==> config.mk <==
export PLATFORM = sky130hd
export DESIGN_NAME = swhr_minmax
export DESIGN_NICKNAME = d
export VERILOG_FILES = /design/src/rtl/swhr_pkg.sv /design/src/rtl/swhr_minmax.sv
export SDC_FILE = /design/constraint.sdc
export NUM_CORES = 1
export LEC_CHECK = 0
export BUFFER_PORTS_ARGS = -buffer_cell sky130_fd_sc_hd__buf_2
export CAP_MARGIN = 20
export CORE_MARGIN = 1
export CORE_UTILIZATION = 43
export CTS_CLUSTER_SIZE = 8
export DETAILED_ROUTE_END_ITERATION = 12
export PLACE_DENSITY = 0.59
export SYNTH_ARGS = -nofsm -noshare
export SYNTH_HDL_FRONTEND = slang
export SYNTH_SLANG_ARGS = --single-unit
==> constraint.sdc <==
create_clock -name clk_i -period 4.3 [get_ports clk_i]
set_clock_uncertainty 0.05 [all_clocks]
set_input_delay 0.86 -clock clk_i [delete_from_list [all_inputs] [get_ports clk_i]]
set_output_delay 0.86 -clock clk_i [all_outputs]
set_load 0.02 [all_outputs]
==> src/rtl/swhr_pkg.sv <==
// Shared types, constants and codes for the square window height range block.
// Used by the top level, swhr_minmax and swhr_ctrl; depends on nothing.
package swhr_pkg;

  localparam int MAX_GRID    = 64;
  localparam int HEIGHT_BITS = 16;
  localparam int IN_HEIGHT_W = 16;
  localparam int STORE_W     = (HEIGHT_BITS < IN_HEIGHT_W) ? HEIGHT_BITS : IN_HEIGHT_W;
  localparam int IDX_W       = $clog2(MAX_GRID);
  localparam int ADDR_W      = 2 * IDX_W;
  localparam int CFG_W       = 7;
  localparam int CFG_IDX_W   = 1;
  localparam int RANGE_W     = 16;
  localparam int IN_DATA_W   = ((2 * IDX_W + IN_HEIGHT_W + 7) / 8) * 8;
  localparam int OUT_DATA_W  = ((RANGE_W + 7) / 8) * 8;

  localparam logic [CFG_IDX_W-1:0] REG_GRID_SIZE   = 1'b0;
  localparam logic [CFG_IDX_W-1:0] REG_WINDOW_SIZE = 1'b1;

  localparam logic [CFG_W-1:0] GRID_SIZE_RST   = CFG_W'(64);
  localparam logic [CFG_W-1:0] WINDOW_SIZE_RST = CFG_W'(1);

  typedef enum logic {
    OP_LOAD  = 1'b0,
    OP_QUERY = 1'b1
  } op_e;

  typedef enum logic [1:0] {
    ST_IDLE,
    ST_WALK,
    ST_DRAIN,
    ST_RESULT
  } state_e;

  typedef struct packed {
    logic clr;
    logic smp;
  } acc_ctl_t;

endpackage

==> src/rtl/swhr_minmax.sv <==
// Shared compare unit: running maximum and minimum of the sampled heights,
// and their saturated difference. Depends on swhr_pkg.
module swhr_minmax
  import swhr_pkg::*;
(
  input  logic                      clk_i,
  input  logic                      rst_ni,
  input  acc_ctl_t                  ctl_i,
  input  logic signed [STORE_W-1:0] height_i,
  output logic [RANGE_W-1:0]        range_o
);

  localparam int DIFF_W = STORE_W + 1;
  localparam int WIDE_W = RANGE_W + DIFF_W;
  localparam logic [WIDE_W-1:0] RANGE_MAX = {{DIFF_W{1'b0}}, {RANGE_W{1'b1}}};

  logic                      empty_q, empty_d;
  logic signed [STORE_W-1:0] hi_q, hi_d;
  logic signed [STORE_W-1:0] lo_q, lo_d;
  logic [DIFF_W-1:0]         diff;
  logic [WIDE_W-1:0]         diff_w;

  always_comb begin
    empty_d = empty_q;
    hi_d    = hi_q;
    lo_d    = lo_q;
    if (ctl_i.clr) begin
      empty_d = 1'b1;
    end else if (ctl_i.smp) begin
      empty_d = 1'b0;
      if (empty_q || height_i > hi_q) begin
        hi_d = height_i;
      end
      if (empty_q || height_i < lo_q) begin
        lo_d = height_i;
      end
    end
  end

  always_ff @(posedge clk_i or negedge rst_ni) begin
    if (!rst_ni) begin
      empty_q <= 1'b1;
    end else begin
      empty_q <= empty_d;
    end
  end

  always_ff @(posedge clk_i) begin
    hi_q <= hi_d;
    lo_q <= lo_d;
  end

  always_comb begin
    diff    = {hi_q[STORE_W-1], hi_q} - {lo_q[STORE_W-1], lo_q};
    diff_w  = WIDE_W'(diff);
    range_o = (diff_w > RANGE_MAX) ? RANGE_W'(RANGE_MAX) : diff_w[RANGE_W-1:0];
  end

endmodule

==> results.py <==
metrics = {
    "outcome": {
        "status": "complete, no violations",
    },
    "setup_path": {
        "reg2reg_depth": 9,
        "reg2reg_slack_ns": 1.45,
        "crit_slowest_cell": "a21oi_2",
        "crit_fanout": 15,
        "reg2reg_to": "hi_q[13]",
        "path_class": "reg -> out",
        "crit_chain": "inv_1 > ha_1 > fa_1 > nor2b_1 > o31a_2 > o211ai_2 > o21a_1 > a21oi_2 > o21ai_0 > buf_2",
        "worstSetupEndpointType": "primary output",
        "cp.required_ns": 3.39,
        "cp.arrival_ns": 2.95,
        "cp.buffers_inverters": 2,
        "cpPeakStageDelay_ns": 0.47,
        "rr_startpoint": "hi_q[7]",
        "critPathTopFamily": "compound AO/OA/AOI/OAI gates",
        "worstSetupStartpointType": "register",
    },
    "drt": {
        "drc": 0,
        "vias_per_cell": 5.31,
        "wl_um": 5650,
        "first_pass_iters": 4,
        "vias": 2067,
        "wl_per_cell_um": 14.5,
        "initialDrtViolationCount": 43,
        "ant_nets": 0,
    },
    "yosys": {
        "ys_types": 48,
        "synth_most_common_cell": "ha_1",
        "synth_top_area_share_pct": 35.8,
        "synth_edf_count": 32,
        "synth_nets": 341,
        "syn_area_mm2": 0.00268,
        "ys_seq_area_share_pct": 36.8,
        "yosys-top-cells-area": "edfxtp_1 (36%), ha_1 (22%), inv_1 (5.6%)",
        "async_flop_share_pct": 3.03,
        "syn-instance-count": 273,
        "ys.flop_type": "edfxtp_1",
        "yosys_warnings": 0,
        "syn_avg_cell_area_um2": 9.83,
        "ys_ff_latch": 33,
        "yosysTopAreaCell": "edfxtp_1",
        "synth.top_cells.by_count": "ha_1 (47), inv_1 (40), edfxtp_1 (32)",
    },
    "grt": {
        "grt_pass1_wl_um": 9440,
        "grt_max_degree": 16,
        "overflow": 0,
        "grt_pass1_vias": 1993,
        "grt_use_total_pct": 19.5,
        "antenna_found_initial": 0,
    },
    "placed_design": {
        "port-buffer-count": 35,
        "dpl-instance-area_mm2": 0.00297,
        "post-dp-hpwl_um": 4670,
        "gp_congestion": 0.838,
    },
    "cells_and_area": {
        "multiInputGateArea_mm2": 0.00155,
        "insertedDiodeCount": 0,
        "regArea_um2": 987,
        "drive_gt1_share_pct": 17.8,
        "fin_area_mm2": 0.00305,
        "area_delta_synth_final_pct": 13.6,
        "fin_nets": 381,
        "fillers": 571,
    },
    "timing": {
        "slew_violations": 0,
        "setup_viol": 0,
        "min_period_ns": 3.86,
        "whs_ns": 0.446,
        "tightest_slew_ns": 0.665,
        "rsz0062_at_grt": "false",
        "hold_viol_final": 0,
        "worst_slew_margin_rel_pct": 55.6,
        "min_period_over_period_pct": 89.7,
        "tns_ns": 0,
        "fmax_ghz": 0.259,
    },
    "clock_network": {
        "cts.sinks": 33,
        "cts_made_buffers": 5,
        "cts_setup_buffers": 0,
        "cts_tree": "yes",
        "clk_latency_ns": 0.29,
        "cts_buffer_depth": 2,
        "ctsHoldBuffers": 0,
        "htree_levels": 2,
        "post_cts_resized": 0,
        "clkTransAtPathRegs_ns": 0.06,
        "root_buffer": "clkbuf_8",
    },
    "die": {
        "row_count": 28,
        "die_x_um": 81,
        "dieArea_mm2": 0.00656,
        "start_util_pct": 45.1,
        "ios": 36,
        "core_mm2": 0.00596,
        "fp.dieH_um": 81,
    },
    "job": {
        "max_cap_violations": 0,
    },
    "pwr": {
        "p_leak_nw": 1.40,
        "p_per_area_mw_per_mm2": 280,
        "peakVddDrop_mv": 0.191,
    },
    "worst_hold_path": {
        "hp-class": "in -> async",
    },
}
worst register-to-register path, stage by stage, from the launching register on:
cell and delay (ns):
edfxtp_1 0.39, inv_1 0.06, ha_1 0.31, o21ai_0 0.11, a211oi_1 0.30, o32ai_1 0.14, mux2_2 0.24, nor2_1 0.05
a2111oi_4 0.58, buf_4 0.31
layout by cell type, fill, tap and decap left out, types with 8 or more instances in the layout:
cell type	synthesis	final
buf_2	2	35
nand2_1	24	24
inv_1	40	40
nor2_1	10	10
edfxtp_1	32	32
ha_1	47	47
nand2b_1	8	8
o21ai_0	18	18
a21oi_1	14	14
cell families after synthesis:
family	share of synthesized area, %
buffers and inverters	6.29
flip-flops	36.8
AND/OR/NAND/NOR	12.2
AO/OA/AOI/OAI	18.7
multiplexers	0.420
adder cells (fa/ha/maj)	22.7
XOR/XNOR	2.94
through the flow:
step	power (W)	cells	utilization, %	setup WS, ns
global placement	0.000642	381	49.8	0.759
finish	0.000853	389	51.2	0.443
floorplan	0.000565	273	-	0.756
CTS	0.000864	389	51.2	0.379
global route	0.000910	389	51.2	0.147
detailed placement	0.000644	381	49.8	0.692
cell type report:
class / instances / share of cell area, %
clock inverters: 2 / 0.328
flip-flops and latches: 33 / 32.4
well taps: 75 / 3.08
repair buffers: 37 / 6.24
clock buffers: 6 / 2.38
multi-input cells: 196 / 50.7
inverters: 40 / 4.92
how the worst max path moves through the flow:
stage	start	cells after the start	to	slack (ns)
after floorplan	height_i[5]	7	hi_q[0]	0.76
after global placement	hi_q[0]	10	range_o[4]	0.76
after detailed placement	hi_q[0]	10	range_o[4]	0.69
after CTS	hi_q[0]	10	range_o[4]	0.38
after global routing	hi_q[0]	10	range_o[14]	0.15
final	hi_q[0]	10	range_o[4]	0.44
registers in the layout, summed over array words and instances (netlist names):
register,cells
empty_q,1
hi_q,16
lo_q,16
routing by layer:
metal  global-route usage [%]  up-vias  share of wire, %
met2                     28.6       38                42
li1                         -     1068                 -
met5                        0        -                 0
met1                     28.1      951                52
met3                     3.60       10               3.5
met4                     7.50        0               2.1
where the power goes:
group          total [W]  switching (W)  internal (W)
combinational   0.000257       0.000156      0.000101
sequential      0.000379     0.00000723      0.000372
clock           0.000217       0.000105      0.000112
No activity file was read; power rests on OpenSTA's default activity.
