===== config.mk =====
export PLATFORM = sky130hd
export DESIGN_NAME = swhr_ctrl
export DESIGN_NICKNAME = d
export VERILOG_FILES = /design/src/rtl/swhr_pkg.sv /design/src/rtl/swhr_ctrl.sv
export SDC_FILE = /design/constraint.sdc
export NUM_CORES = 1
export LEC_CHECK = 0
export BUFFER_PORTS_ARGS = -buffer_cell sky130_fd_sc_hd__buf_2
export CAP_MARGIN = 15
export CORE_UTILIZATION = 43
export CTS_BUF_LIST = sky130_fd_sc_hd__clkbuf_4
export CTS_CLUSTER_SIZE = 40
export DETAILED_ROUTE_END_ITERATION = 16
export GPL_ROUTABILITY_DRIVEN = 1
export PLACE_DENSITY = 0.67
export SYNTH_ARGS = -nofsm -noshare
export SYNTH_HDL_FRONTEND = slang
export SYNTH_SLANG_ARGS = --single-unit

===== constraint.sdc =====
create_clock -name clk_i -period 4.8 [get_ports clk_i]
set_clock_uncertainty 0.2 [all_clocks]
set_input_delay 0.72 -clock clk_i [delete_from_list [all_inputs] [get_ports clk_i]]
set_output_delay 0.72 -clock clk_i [all_outputs]
set_load 0.01 [all_outputs]

===== src/rtl/swhr_pkg.sv =====
// Shared types, constants and codes for the square window height range block.
// Used by the top level, swhr_minmax and swhr_ctrl; depends on nothing.
package swhr_pkg;

  localparam int MAX_GRID    = 64;
  localparam int HEIGHT_BITS = 16;
  localparam int IN_HEIGHT_W = 16;
  localparam int STORE_W     = (HEIGHT_BITS < IN_HEIGHT_W) ? HEIGHT_BITS : IN_HEIGHT_W;
  localparam int IDX_W       = $clog2(MAX_GRID);
  localparam int ADDR_W      = 2 * IDX_W;
  localparam int CFG_W       = 7;
  localparam int CFG_IDX_W   = 1;
  localparam int RANGE_W     = 16;
  localparam int IN_DATA_W   = ((2 * IDX_W + IN_HEIGHT_W + 7) / 8) * 8;
  localparam int OUT_DATA_W  = ((RANGE_W + 7) / 8) * 8;

  localparam logic [CFG_IDX_W-1:0] REG_GRID_SIZE   = 1'b0;
  localparam logic [CFG_IDX_W-1:0] REG_WINDOW_SIZE = 1'b1;

  localparam logic [CFG_W-1:0] GRID_SIZE_RST   = CFG_W'(64);
  localparam logic [CFG_W-1:0] WINDOW_SIZE_RST = CFG_W'(1);

  typedef enum logic {
    OP_LOAD  = 1'b0,
    OP_QUERY = 1'b1
  } op_e;

  typedef enum logic [1:0] {
    ST_IDLE,
    ST_WALK,
    ST_DRAIN,
    ST_RESULT
  } state_e;

  typedef struct packed {
    logic clr;
    logic smp;
  } acc_ctl_t;

endpackage


===== src/rtl/swhr_ctrl.sv =====
// Sequencer: accepts items, checks the window against the grid, walks the
// window addresses and holds the result register. Depends on swhr_pkg.
module swhr_ctrl
  import swhr_pkg::*;
(
  input  logic               clk_i,
  input  logic               rst_ni,
  input  logic               in_valid_i,
  output logic               in_ready_o,
  input  op_e                op_i,
  input  logic [IDX_W-1:0]   row_i,
  input  logic [IDX_W-1:0]   col_i,
  input  logic [CFG_W-1:0]   grid_size_i,
  input  logic [CFG_W-1:0]   window_size_i,
  output logic [ADDR_W-1:0]  rd_addr_o,
  output acc_ctl_t           acc_o,
  input  logic [RANGE_W-1:0] range_i,
  output logic               out_valid_o,
  input  logic               out_ready_i,
  output logic [RANGE_W-1:0] out_range_o,
  output logic               out_outside_o
);

  state_e             state_q, state_d;
  logic [IDX_W-1:0]   row_q, row_d;
  logic [IDX_W-1:0]   col_q, col_d;
  logic [IDX_W-1:0]   col_first_q, col_first_d;
  logic [IDX_W-1:0]   row_last_q, row_last_d;
  logic [IDX_W-1:0]   col_last_q, col_last_d;
  logic               outside_q, outside_d;
  logic               smp_q;
  logic               out_valid_q, out_valid_d;
  logic [RANGE_W-1:0] out_range_q, out_range_d;
  logic               out_outside_q, out_outside_d;

  logic               query_fire;
  logic               walk_end;
  logic               issue;
  logic               out_load;
  logic [CFG_W-1:0]   grid_eff;
  logic [CFG_W:0]     row_end;
  logic [CFG_W:0]     col_end;
  logic               outside_now;

  always_comb begin
    grid_eff = (grid_size_i > CFG_W'(MAX_GRID)) ? CFG_W'(MAX_GRID) : grid_size_i;
    row_end  = (CFG_W + 1)'(row_i) + (CFG_W + 1)'(window_size_i);
    col_end  = (CFG_W + 1)'(col_i) + (CFG_W + 1)'(window_size_i);
    outside_now = (window_size_i == '0) || (row_end > (CFG_W + 1)'(grid_eff)) ||
                  (col_end > (CFG_W + 1)'(grid_eff));
  end

  assign query_fire = in_valid_i && in_ready_o && (op_i == OP_QUERY);
  assign walk_end   = (row_q == row_last_q) && (col_q == col_last_q);

  // next state
  always_comb begin
    state_d = state_q;
    unique case (state_q)
      ST_IDLE: begin
        if (query_fire) begin
          state_d = outside_now ? ST_RESULT : ST_WALK;
        end
      end
      ST_WALK: begin
        if (walk_end) begin
          state_d = ST_DRAIN;
        end
      end
      ST_DRAIN: begin
        state_d = ST_RESULT;
      end
      ST_RESULT: begin
        if (!out_valid_q || out_ready_i) begin
          state_d = ST_IDLE;
        end
      end
      default: state_d = ST_IDLE;
    endcase
  end

  // outputs
  always_comb begin
    in_ready_o = 1'b0;
    issue      = 1'b0;
    out_load   = 1'b0;
    unique case (state_q)
      ST_IDLE:   in_ready_o = 1'b1;
      ST_WALK:   issue      = 1'b1;
      ST_DRAIN:  ;
      ST_RESULT: out_load   = !out_valid_q || out_ready_i;
      default:   ;
    endcase
  end

  assign rd_addr_o = {row_q, col_q};
  assign acc_o     = '{clr: query_fire, smp: smp_q};

  always_comb begin
    row_d       = row_q;
    col_d       = col_q;
    col_first_d = col_first_q;
    row_last_d  = row_last_q;
    col_last_d  = col_last_q;
    outside_d   = outside_q;
    if (query_fire) begin
      row_d       = row_i;
      col_d       = col_i;
      col_first_d = col_i;
      row_last_d  = IDX_W'(row_end - (CFG_W + 1)'(1));
      col_last_d  = IDX_W'(col_end - (CFG_W + 1)'(1));
      outside_d   = outside_now;
    end else if (issue) begin
      if (col_q == col_last_q) begin
        col_d = col_first_q;
        row_d = row_q + IDX_W'(1);
      end else begin
        col_d = col_q + IDX_W'(1);
      end
    end
  end

  always_comb begin
    out_valid_d   = out_valid_q;
    out_range_d   = out_range_q;
    out_outside_d = out_outside_q;
    if (out_load) begin
      out_valid_d   = 1'b1;
      out_range_d   = outside_q ? '0 : range_i;
      out_outside_d = outside_q;
    end else if (out_ready_i) begin
      out_valid_d = 1'b0;
    end
  end

  always_ff @(posedge clk_i or negedge rst_ni) begin
    if (!rst_ni) begin
      state_q     <= ST_IDLE;
      smp_q       <= 1'b0;
      out_valid_q <= 1'b0;
    end else begin
      state_q     <= state_d;
      smp_q       <= issue;
      out_valid_q <= out_valid_d;
    end
  end

  always_ff @(posedge clk_i) begin
    row_q         <= row_d;
    col_q         <= col_d;
    col_first_q   <= col_first_d;
    row_last_q    <= row_last_d;
    col_last_q    <= col_last_d;
    outside_q     <= outside_d;
    out_range_q   <= out_range_d;
    out_outside_q <= out_outside_d;
  end

  assign out_valid_o   = out_valid_q;
  assign out_range_o   = out_range_q;
  assign out_outside_o = out_outside_q;

endmodule


==> results.yml, run 1 <==
finish:
  final_cells: 468
  layout.nets: 451
  syn_to_final_growth_pct: 17.4
  drive_gt1_frac: 0.257
  antenna_cells: 0
sta:
  hold_violations: 0
  max_freq_mhz: 305
  post-route-period-util: 0.683
  tightestPinTransition_ns: 0.742
  setup_tns_ns: 0
  setup_viol: 0
  slew_headroom: 0.505
  fin_ws_ns: 1.52
  rsz0062_at_grt: "no"
  fin_crit_ns: 3.28
  slew_violations: 0
placement:
  hpwl_microns: 5300
  portBuffers: 79
  dp.cells: 459
  post-place-ws_ns: 1.14
  place.gp.congestion: 0.806
setup_path:
  critical_path_class: "in -> reg"
  arrival_ns: 3.33
  critPathLaunchType: "input port"
  endpoint_kind: "register"
  cp_max_fo: 3
  rrSetupSlack_ns: 2.12
  required_ns: 4.85
detailed_routing:
  finalWirelength_microns: 6570
  final_antenna_net_count: 0
  wire_per_inst_microns: 14.0
  drc: 0
  detail_route.first_pass.iterations: 4
  first_iter_violations: 75
  vias: 2344
  routed_via_density: 5.01
die:
  core_region_area_sq_um: 7250
  initial_core_util: 0.445
  die_x_microns: 88.6
  die_y_microns: 88.6
  rows: 31
  die-area_sq_um: 7860
  pin_count: 80
global_routing:
  grtUsageTotal: 0.175
  grt_overflow: 0
  grt_max_degree: 30
  antenna_found_initial: 0
  grt_pass1_wl_microns: 10400
  grt_pass1_vias: 2195
cts:
  clock-sinks: 52
  clk_pin_slew_worst_paths_ns: 0.14
  cts_tree: "yes"
  cts_setup_buffers: 0
  clockBufferDepth: 2
  insertion_delay_ns: 0.38
  cts-buffers-inserted: 5
  root_buffer: "clkbuf_4"
  htree_levels: 2
logic_synthesis:
  avgSynthCellArea_sq_um: 11.2
  synth-seq-area-share: 0.478
  ys_seq_elements: 52
  mappedNetlistArea_sq_um: 3230
  ys_async_sr_fraction: 0.0769
  ys.warnings.count: 0
  synth_edf_count: 48
  synthFlopType: "edfxtp_1"
  synth_nets: 371
  syn_inst: 288
  ys_types: 36
pwr:
  irDropWorstVdd_mv: 0.117
  power_mw: 1.52
  leakage_nw: 1.62
  pwr_density_cell_nw_per_um2: 401
status:
  outcome: "finished, final reports clean"
flow_run:
  max_cap_viol_count: 0
min_path:
  hold_class: "reg -> reg"
==> area by class of cell <==
class                   count  area [sq um]
inverters                  15          56.3
well taps                  99           124
repair buffers             81           413
multi-input cells         213          1590
flip-flops and latches     52          1540
fillers                   655          3460
clock buffers               5          37.5
clock inverters             3          23.8
==> Yosys cell counts (all sizes together), types with 3 or more instances <==
| master | n | area, sq um |
|---|---|---|
| o21ai | 18 | 90.1 |
| xnor2 | 21 | 184 |
| ha | 34 | 425 |
| a211oi | 4 | 30.0 |
| nand3 | 12 | 60.1 |
| nor2 | 9 | 33.8 |
| nand2 | 27 | 101 |
| nand4 | 4 | 25.0 |
| xor2 | 16 | 140 |
| mux2i | 4 | 40.0 |
| inv | 15 | 56.3 |
| edfxtp | 48 | 1440 |
| nor2b | 18 | 113 |
| nor3 | 3 | 15.0 |
| a21o | 4 | 30.0 |
| o21bai | 3 | 22.5 |
| a21oi | 14 | 70.1 |
| dfrtp | 4 | 100 |
| clkbuf | 6 | 22.5 |
==> layer usage <==
layer	routed length, microns	global-route usage	vias to the layer above
li1	-	-	1192
met1	3080	0.234	1093
met2	3150	0.290	53
met3	262	0.0308	6
met4	78	0.0528	0
met5	0	0	-
==> path summary, 6_finish.rpt <==
| kind | from | end | depth (start not counted) |
|---|---|---|---|
| setup / recovery | window_size_i[0] | state_q[1] | 14 |
| hold / removal | out_valid_o | out_valid_o | 2 |
| setup reg to reg | state_q[1] | row_q[0] | 5 |
| hold reg to reg | out_valid_o | out_valid_o | 2 |
| max in group asynchronous | rst_ni | smp_q | 2 |
| min in group asynchronous | rst_ni | out_valid_o | 2 |
==> power by group <==
group / total [mW] / internal, mW / switching, mW
combinational: 0.600 / 0.260 / 0.340
sequential: 0.718 / 0.651 / 0.0671
clock: 0.201 / 0.0580 / 0.143
total: 1.52 / 0.969 / 0.550
==> stage by stage <==
step / utilization / area (sq um) / hold WS [ns]
2_1_floorplan: - / 3230 / 0.224
3_3_place_gp: 0.513 / 3720 / 0.315
3_5_place_dp: 0.513 / 3720 / 0.323
4_1_cts: 0.522 / 3790 / 0.347
5_1_grt: 0.522 / 3790 / 0.342
6_report: 0.522 / 3790 / 0.355
==> kinds of logic (layout without fill, tap and decap cells) <==
| logic type | after synthesis | after routing | synth area share |
|---|---|---|---|
| AO/OA/AOI/OAI | 52 | 52 | 0.102 |
| XOR/XNOR | 37 | 37 | 0.100 |
| multiplexers | 6 | 6 | 0.0194 |
| adder cells (fa/ha/maj) | 36 | 36 | 0.144 |
| AND/OR/NAND/NOR | 82 | 82 | 0.128 |
| flip-flops | 52 | 52 | 0.478 |
| buffers and inverters | 23 | 104 | 0.0291 |
==> worst max-delay path, cell delays in order <==
cell and delay [ns]:
buf_2 0.13, ha_1 0.22, fa_1 0.40, a21o_1 0.17
a21oi_1 0.21, o21bai_1 0.09, a21oi_1 0.18, xnor2_1 0.08
ha_1 0.32, nand3_1 0.11, or2_2 0.30, o21ai_0 0.11
a41o_1 0.20, mux2i_1 0.06
==> repair_timing <==
action                                  CTS  global route
resized for setup                         0             0
hold endpoints to repair                  4             0
hold buffers                              1             0
endpoints found under the setup margin    0             0
==> sequential cells by signal, indices dropped and copies added (netlist names), 2 cells and up <==
name         cells
out_range_o     16
col_first_q      6
col_last_q       6
col_q            6
row_last_q       6
row_q            6
state_q          2
==> placed cells by master (no fill, tap or decap), types with 3 or more instances in the layout <==
cell type  instances
buf_2             79
edfxtp_1          48
ha_1              34
nand2_1           27
xnor2_1           21
o21ai_0           18
nor2b_1           18
xor2_1            16
inv_1             15
a21oi_1           14
nand3_1           12
nor2_1             9
clkbuf_4           5
a21o_1             4
a211oi_1           4
nand4_1            4
mux2i_1            4
dfrtp_1            4
o21bai_1           3
nor3_1             3
Note: power is estimated with default switching activity, not from simulation.
==> run 2: changes to the inputs <==
--- a/config.mk
+++ b/config.mk
@@ -5,6 +5,7 @@
 export SDC_FILE = /design/constraint.sdc
 export NUM_CORES = 1
 export LEC_CHECK = 0
+export ABC_AREA = 1
 export BUFFER_PORTS_ARGS = -buffer_cell sky130_fd_sc_hd__buf_2
 export CAP_MARGIN = 15
 export CORE_UTILIZATION = 43
@@ -12,7 +13,7 @@
 export CTS_CLUSTER_SIZE = 40
 export DETAILED_ROUTE_END_ITERATION = 16
 export GPL_ROUTABILITY_DRIVEN = 1
-export PLACE_DENSITY = 0.67
+export PLACE_DENSITY = 0.69
 export SYNTH_ARGS = -nofsm -noshare
 export SYNTH_HDL_FRONTEND = slang
 export SYNTH_SLANG_ARGS = --single-unit
==> constraint.sdc (replaced) <==
create_clock -name clk_i -period 2.7 [get_ports clk_i]
set_clock_uncertainty 0.2 [all_clocks]
set_input_delay 0.405 -clock clk_i [delete_from_list [all_inputs] [get_ports clk_i]]
set_output_delay 0.405 -clock clk_i [all_outputs]
set_load 0.01 [all_outputs]
==> run 2 against run 1 <==
Effect of this change: synthesized cell count grew 32%; register-to-register slack worse by 1.4 ns; worst setup slack worse by 1.3 ns; clock power grew 74%; largest power group unchanged.
==> results.yml, run 2 <==
status:
  outcome: "finished, final reports clean"
sta:
  slew_headroom: 0.624
  slew_violations: 0
  hold_violations: 0
  setup_viol: 0
  hold_slack_ns: 0.0718
  fin_ws_ns: 0.205
  post-route-period-util: 0.924
  rsz0062_at_grt: "no"
  tightestPinTransition_ns: 0.563
  max_freq_mhz: 401
  fin_crit_ns: 2.49
global_routing:
  grtUsageTotal: 0.186
  grt_pass1_wl_microns: 12100
  grt_pass1_vias: 2676
  grt_overflow: 0
  antenna_found_initial: 0
  grt_max_degree: 39
finish:
  layout_common_cells: "nand2_1, buf_2, inv_1"
  layout.nets: 574
  finalInstanceArea_sq_um: 4170
  layout_commonest_cell: "nand2_1"
  drive_gt1_frac: 0.254
  antenna_cells: 0
  largest_reg_flops: 16
  syn_to_final_growth_pct: 23.4
logic_synthesis:
  avgSynthCellArea_sq_um: 8.88
  synth_commonest_cells: "nand2_1, inv_1, edfxtp_1, nor2_1, ha_1"
  synth_top_family_by_area: "simple AND/OR/NAND/NOR gates"
  synth_nets: 464
  synthFlopType: "edfxtp_1"
  synth-seq-area-share: 0.456
  synth_edf_count: 48
  syn_inst: 381
  yosys.area.top_type_share: 0.426
  synth-simple-area-share: 0.200
  synthXorXnorAreaFrac: 0.0777
  synth_area_leaders: "edfxtp_1, ha_1, nand2_1"
  synthMostInstantiatedCell: "nand2_1"
  synthAdderAreaFrac: 0.138
  ys.warnings.count: 0
  ys_types: 31
  synth_mux_area_frac: 0
  mappedNetlistArea_sq_um: 3380
  synth_compound_area_frac: 0.0566
  ys_async_sr_fraction: 0.0769
  yosysTopAreaCell: "edfxtp_1"
  ys_seq_elements: 52
flow_run:
  max_cap_viol_count: 0
setup_path:
  endpoint_kind: "register"
  path_delay_family: "adder cells"
  cp_common_cell: "nand2_1"
  critical_path.cell_chain: "buf_2, ha_1, fa_2, nand3_1, nand2_1, nand2_1, nand2_1, a21oi_1, xor2_1, ha_1, inv_1, nor2_1, nor2_1, nand2_1, a21oi_2, nand3_1"
  cp_max_fo: 3
  max_stage_delay_ns: 0.34
  critical_path_class: "in -> reg"
  rrSetupSlack_ns: 0.68
  required_ns: 2.64
  crit_path_top_delay_cell: "fa_2"
  arrival_ns: 2.44
  crit_buf_inv: 2
  critPathLaunchType: "input port"
pwr:
  power_mw: 2.88
  p_int_mw: 1.80
  p_switching_mw: 1.08
  leakage_nw: 2.05
  p_clk_frac: 0.121
  seq_power_share: 0.448
  pwr_density_cell_nw_per_um2: 690
  pwr-share-comb: 0.430
  switching_share: 0.374
  irDropWorstVdd_mv: 0.254
die:
  rows: 31
  die-area_sq_um: 8220
  pin_count: 80
  die_y_microns: 90.7
  die_x_microns: 90.7
  initial_core_util: 0.457
  core_region_area_sq_um: 7410
cts:
  cts-buffers-inserted: 5
  clock-sinks: 52
  root_buffer: "clkbuf_4"
  cts_tree: "yes"
  insertion_delay_ns: 0.37
  cts_setup_buffers: 0
  htree_levels: 2
  clockBufferDepth: 2
  clk_pin_slew_worst_paths_ns: 0.14
  ctsResizeCount: 0
placement:
  placed_cell_area_sq_um: 4100
  place.gp.congestion: 0.899
  post-place-ws_ns: -0.198
  portBuffers: 79
  hpwl_microns: 6020
detailed_routing:
  wire_per_inst_microns: 12.5
  vias: 2787
  first_iter_violations: 114
  detail_route.first_pass.iterations: 4
  routed_via_density: 4.72
  finalWirelength_microns: 7370
  final_antenna_net_count: 0
  drc: 0
min_path:
  hold_class: "in -> reg"
[run 2: cell count changes after synthesis, sizes merged, moves of 8 or more]
cell / previous run / this run
inv: 15 / 57
nor2b: 18 / 0
nand2: 27 / 87
xnor2: 21 / 12
nor2: 9 / 50
o21ai: 18 / 10
[run 2: metal layers]
| metal | wire length, microns | vias up | share of wire | track usage |
|---|---|---|---|---|
| met1 | 3290 | 1254 | 0.45 | 0.232 |
| met2 | 3690 | 70 | 0.50 | 0.326 |
| met5 | 0 | - | 0 | 0 |
| met4 | 119 | 0 | 0.016 | 0.0659 |
| met3 | 265 | 10 | 0.036 | 0.0244 |
| li1 | - | 1453 | - | - |
[run 2: cell type report]
type                            count  area (sq um)
Sequential cell                    52          1540
Clock inverter                      2          16.3
Multi-Input combinational cell    266          1600
Inverter                           58           218
Clock buffer                        6          45.0
Timing Repair Buffer              108           628
Fill cell                         704          3230
Tap cell                           99           124
[run 2: what timing repair did]
action                                  CTS  global route
hold endpoints to repair                  4             0
endpoints found under the setup margin    0             0
hold buffers                              1             0
[run 2: cell families after synthesis]
kind of cell,after synthesis
adder cells (fa/ha/maj),36
buffers and inverters,63
AND/OR/NAND/NOR,164
AO/OA/AOI/OAI,36
flip-flops,52
XOR/XNOR,30
[run 2: final timing paths]
path / start / end / cells past startpoint
min in group asynchronous: rst_ni / out_valid_o / 2
worst max register to register: col_q[3] / row_q[5] / 8
worst max-delay path: window_size_i[0] / outside_q / 16
worst min register to register: out_valid_o / out_valid_o / 2
max in group asynchronous: rst_ni / smp_q / 2
worst min-delay path: col_i[4] / col_first_q[4] / 1
[run 2: through the flow]
step	instances	TNS [ns]	util
after floorplan	381	0	-
after global placement	582	-0.312	0.554
after detailed placement	582	-0.371	0.554
after CTS	591	0	0.563
after global routing	591	0	0.563
final	591	0	0.563
[run 2: worst reg2reg max path, delay by kind of cell (launching register included)]
family / cells / cell delay, ns
compound gates: 1 / 0.20
flops: 1 / 0.49
simple gates: 5 / 0.55
buf+inv: 2 / 0.31
[run 2: power groups by stage]
stage	clock network [mW]	logic, mW	registers, mW
global route	0.388	1.40	1.32
finish	0.349	1.24	1.29
CTS	0.364	1.25	1.29
global placement	0	1.21	1.30
floorplan	0	0.748	1.35
detailed placement	0	1.24	1.31
==> run 3: changes to the inputs <==
--- a/config.mk
+++ b/config.mk
@@ -5,7 +5,6 @@
 export SDC_FILE = /design/constraint.sdc
 export NUM_CORES = 1
 export LEC_CHECK = 0
-export ABC_AREA = 1
 export BUFFER_PORTS_ARGS = -buffer_cell sky130_fd_sc_hd__buf_2
 export CAP_MARGIN = 15
 export CORE_UTILIZATION = 43
@@ -13,6 +12,7 @@
 export CTS_CLUSTER_SIZE = 40
 export DETAILED_ROUTE_END_ITERATION = 16
 export GPL_ROUTABILITY_DRIVEN = 1
+export HOLD_SLACK_MARGIN = 0.06
 export PLACE_DENSITY = 0.69
 export SYNTH_ARGS = -nofsm -noshare
 export SYNTH_HDL_FRONTEND = slang
==> run 3 against run 2 <==
Effect of this change: the flow now finishes with violations (setup timing); sequential power about the same; total power shrank 2.3%; clock-buffer cell count fell by 1; die area shrank 4.4%; sequential share of layout area increased by 0.27 points; largest cell class unchanged.
==> results.yml, run 3 (same netlist as run 1, synthesis figures left out) <==
global_routing:
  antenna_found_initial: 0
  grtUsageTotal: 0.190
  grt_overflow: 0
  grt_pass1_wl_microns: 11300
  grt_max_degree: 18
  grt_pass1_vias: 2439
min_path:
  hold_class: "in -> reg"
detailed_routing:
  vias: 2498
  routed_via_density: 4.99
  drc: 0
  first_iter_violations: 64
  wire_per_inst_microns: 14.0
  detail_route.first_pass.iterations: 4
  final_antenna_net_count: 0
  finalWirelength_microns: 6990
setup_path:
  arrival_ns: 2.82
  cp_max_fo: 3
  critPathLaunchType: "input port"
  crit_path_top_delay_cell: "fa_2"
  max_stage_delay_ns: 0.34
  critical_path.cell_chain: "buf_6, ha_4, fa_2, a21o_1, a21oi_2, o21bai_1, a21oi_1, xnor2_1, ha_2, nand3_2, o22ai_2, o211a_1, a41o_1, mux2i_1"
  endpoint_kind: "register"
  required_ns: 2.80
  critical_path_class: "in -> reg"
sta:
  rsz0062_at_grt: "yes"
  post-route-period-util: 1.01
  tightestPinTransition_ns: 0.745
  fin_ws_ns: -0.0214
  hold_violations: 0
  slew_headroom: 0.503
  max_freq_mhz: 367
  slew_violations: 0
  setup_viol: 1
  fin_crit_ns: 2.72
finish:
  largest_reg_flops: 16
  drive_gt1_frac: 0.353
  layout.nets: 484
  finalInstanceArea_sq_um: 4140
  syn_to_final_growth_pct: 28.4
  layout_common_cells: "buf_2, edfxtp_1, ha_1, buf_4, nand2_1"
  layout_commonest_cell: "buf_2"
  antenna_cells: 0
placement:
  hpwl_microns: 5640
  portBuffers: 79
  place.gp.congestion: 0.903
  post-place-ws_ns: -0.488
  placed_cell_area_sq_um: 4000
die:
  core_region_area_sq_um: 7250
  initial_core_util: 0.445
  pin_count: 80
  die_x_microns: 88.6
  rows: 31
  die-area_sq_um: 7860
  die_y_microns: 88.6
cts:
  cts_tree: "yes"
  clockBufferDepth: 2
  clk_pin_slew_worst_paths_ns: 0.14
  root_buffer: "clkbuf_4"
  htree_levels: 2
  cts-buffers-inserted: 5
  clock-sinks: 52
  insertion_delay_ns: 0.37
pwr:
  leakage_nw: 1.81
  pwr_density_cell_nw_per_um2: 678
  irDropWorstVdd_mv: 0.283
status:
  outcome: "finished, violations left"
  failed_checks: "setup timing"
flow_run:
  max_cap_viol_count: 0
[run 3: where the power goes]
group	internal [mW]	leakage (nW)	switching, mW
Clock	0.101	0.0330	0.236
Sequential	1.16	0.493	0.128
Combinational	0.550	1.28	0.640
[run 3: area by class of cell]
type                       instances  area (sq um)
clock buffer                       5          37.5
inverter                          15          56.3
tap                               99           124
sequential                        52          1540
timing repair buffer             114           691
fill                             633          3110
clock inverter                     3          17.5
multi-input combinational        213          1680
[run 3: final timing paths]
path | to | cells after the start | slack (ns) | from
max in group asynchronous | smp_q | 2 | 2.02 | rst_ni
hold / removal | col_first_q[1] | 1 | 0.09 | col_i[1]
hold reg to reg | out_valid_o | 2 | 0.36 | out_valid_o
setup / recovery | state_q[1] | 14 | -0.02 | window_size_i[0]
setup reg to reg | state_q[1] | 6 | 0.39 | col_q[4]
min in group asynchronous | out_valid_o | 2 | 0.16 | rst_ni
[run 3: through the flow]
step | power [mW] | std cells | TNS, ns | hold WS, ns | utilization
4_1_cts | 2.82 | 501 | 0 | 0.0711 | 0.568
3_5_place_dp | 2.47 | 489 | -0.942 | 0.0213 | 0.551
2_1_floorplan | 2.04 | 288 | -0.243 | -0.0906 | -
6_report | 2.81 | 501 | -0.0214 | 0.0891 | 0.571
5_1_grt | 3.04 | 501 | -0.159 | 0.0690 | 0.571
3_3_place_gp | 2.44 | 489 | -0.785 | 0.0187 | 0.551
[run 3: what timing repair did]
action,CTS,global route
hold buffers,3,0
setup endpoints to repair,2,2
resized for setup,7,5
pin swaps,11,5
buffers inserted,1,0
endpoints found under the hold margin,6,0
[run 3: layer usage]
layer	vias to the layer above	wire length (microns)	track usage
li1	1259	-	-
met1	1147	3120	0.249
met2	82	3360	0.320
met3	10	430	0.0317
met4	0	80	0.0630
met5	-	0	0
[run 3: worst max-delay path: cells and delay by family]
family,cells,cell delay (ns)
AOI/OAI and AO/OA,7,1.14
adders and majority gates,3,0.82
xor gates and xnor gates,1,0.15
buffers and inverters,1,0.11
muxes,1,0.11
and+or+nand+nor,1,0.08
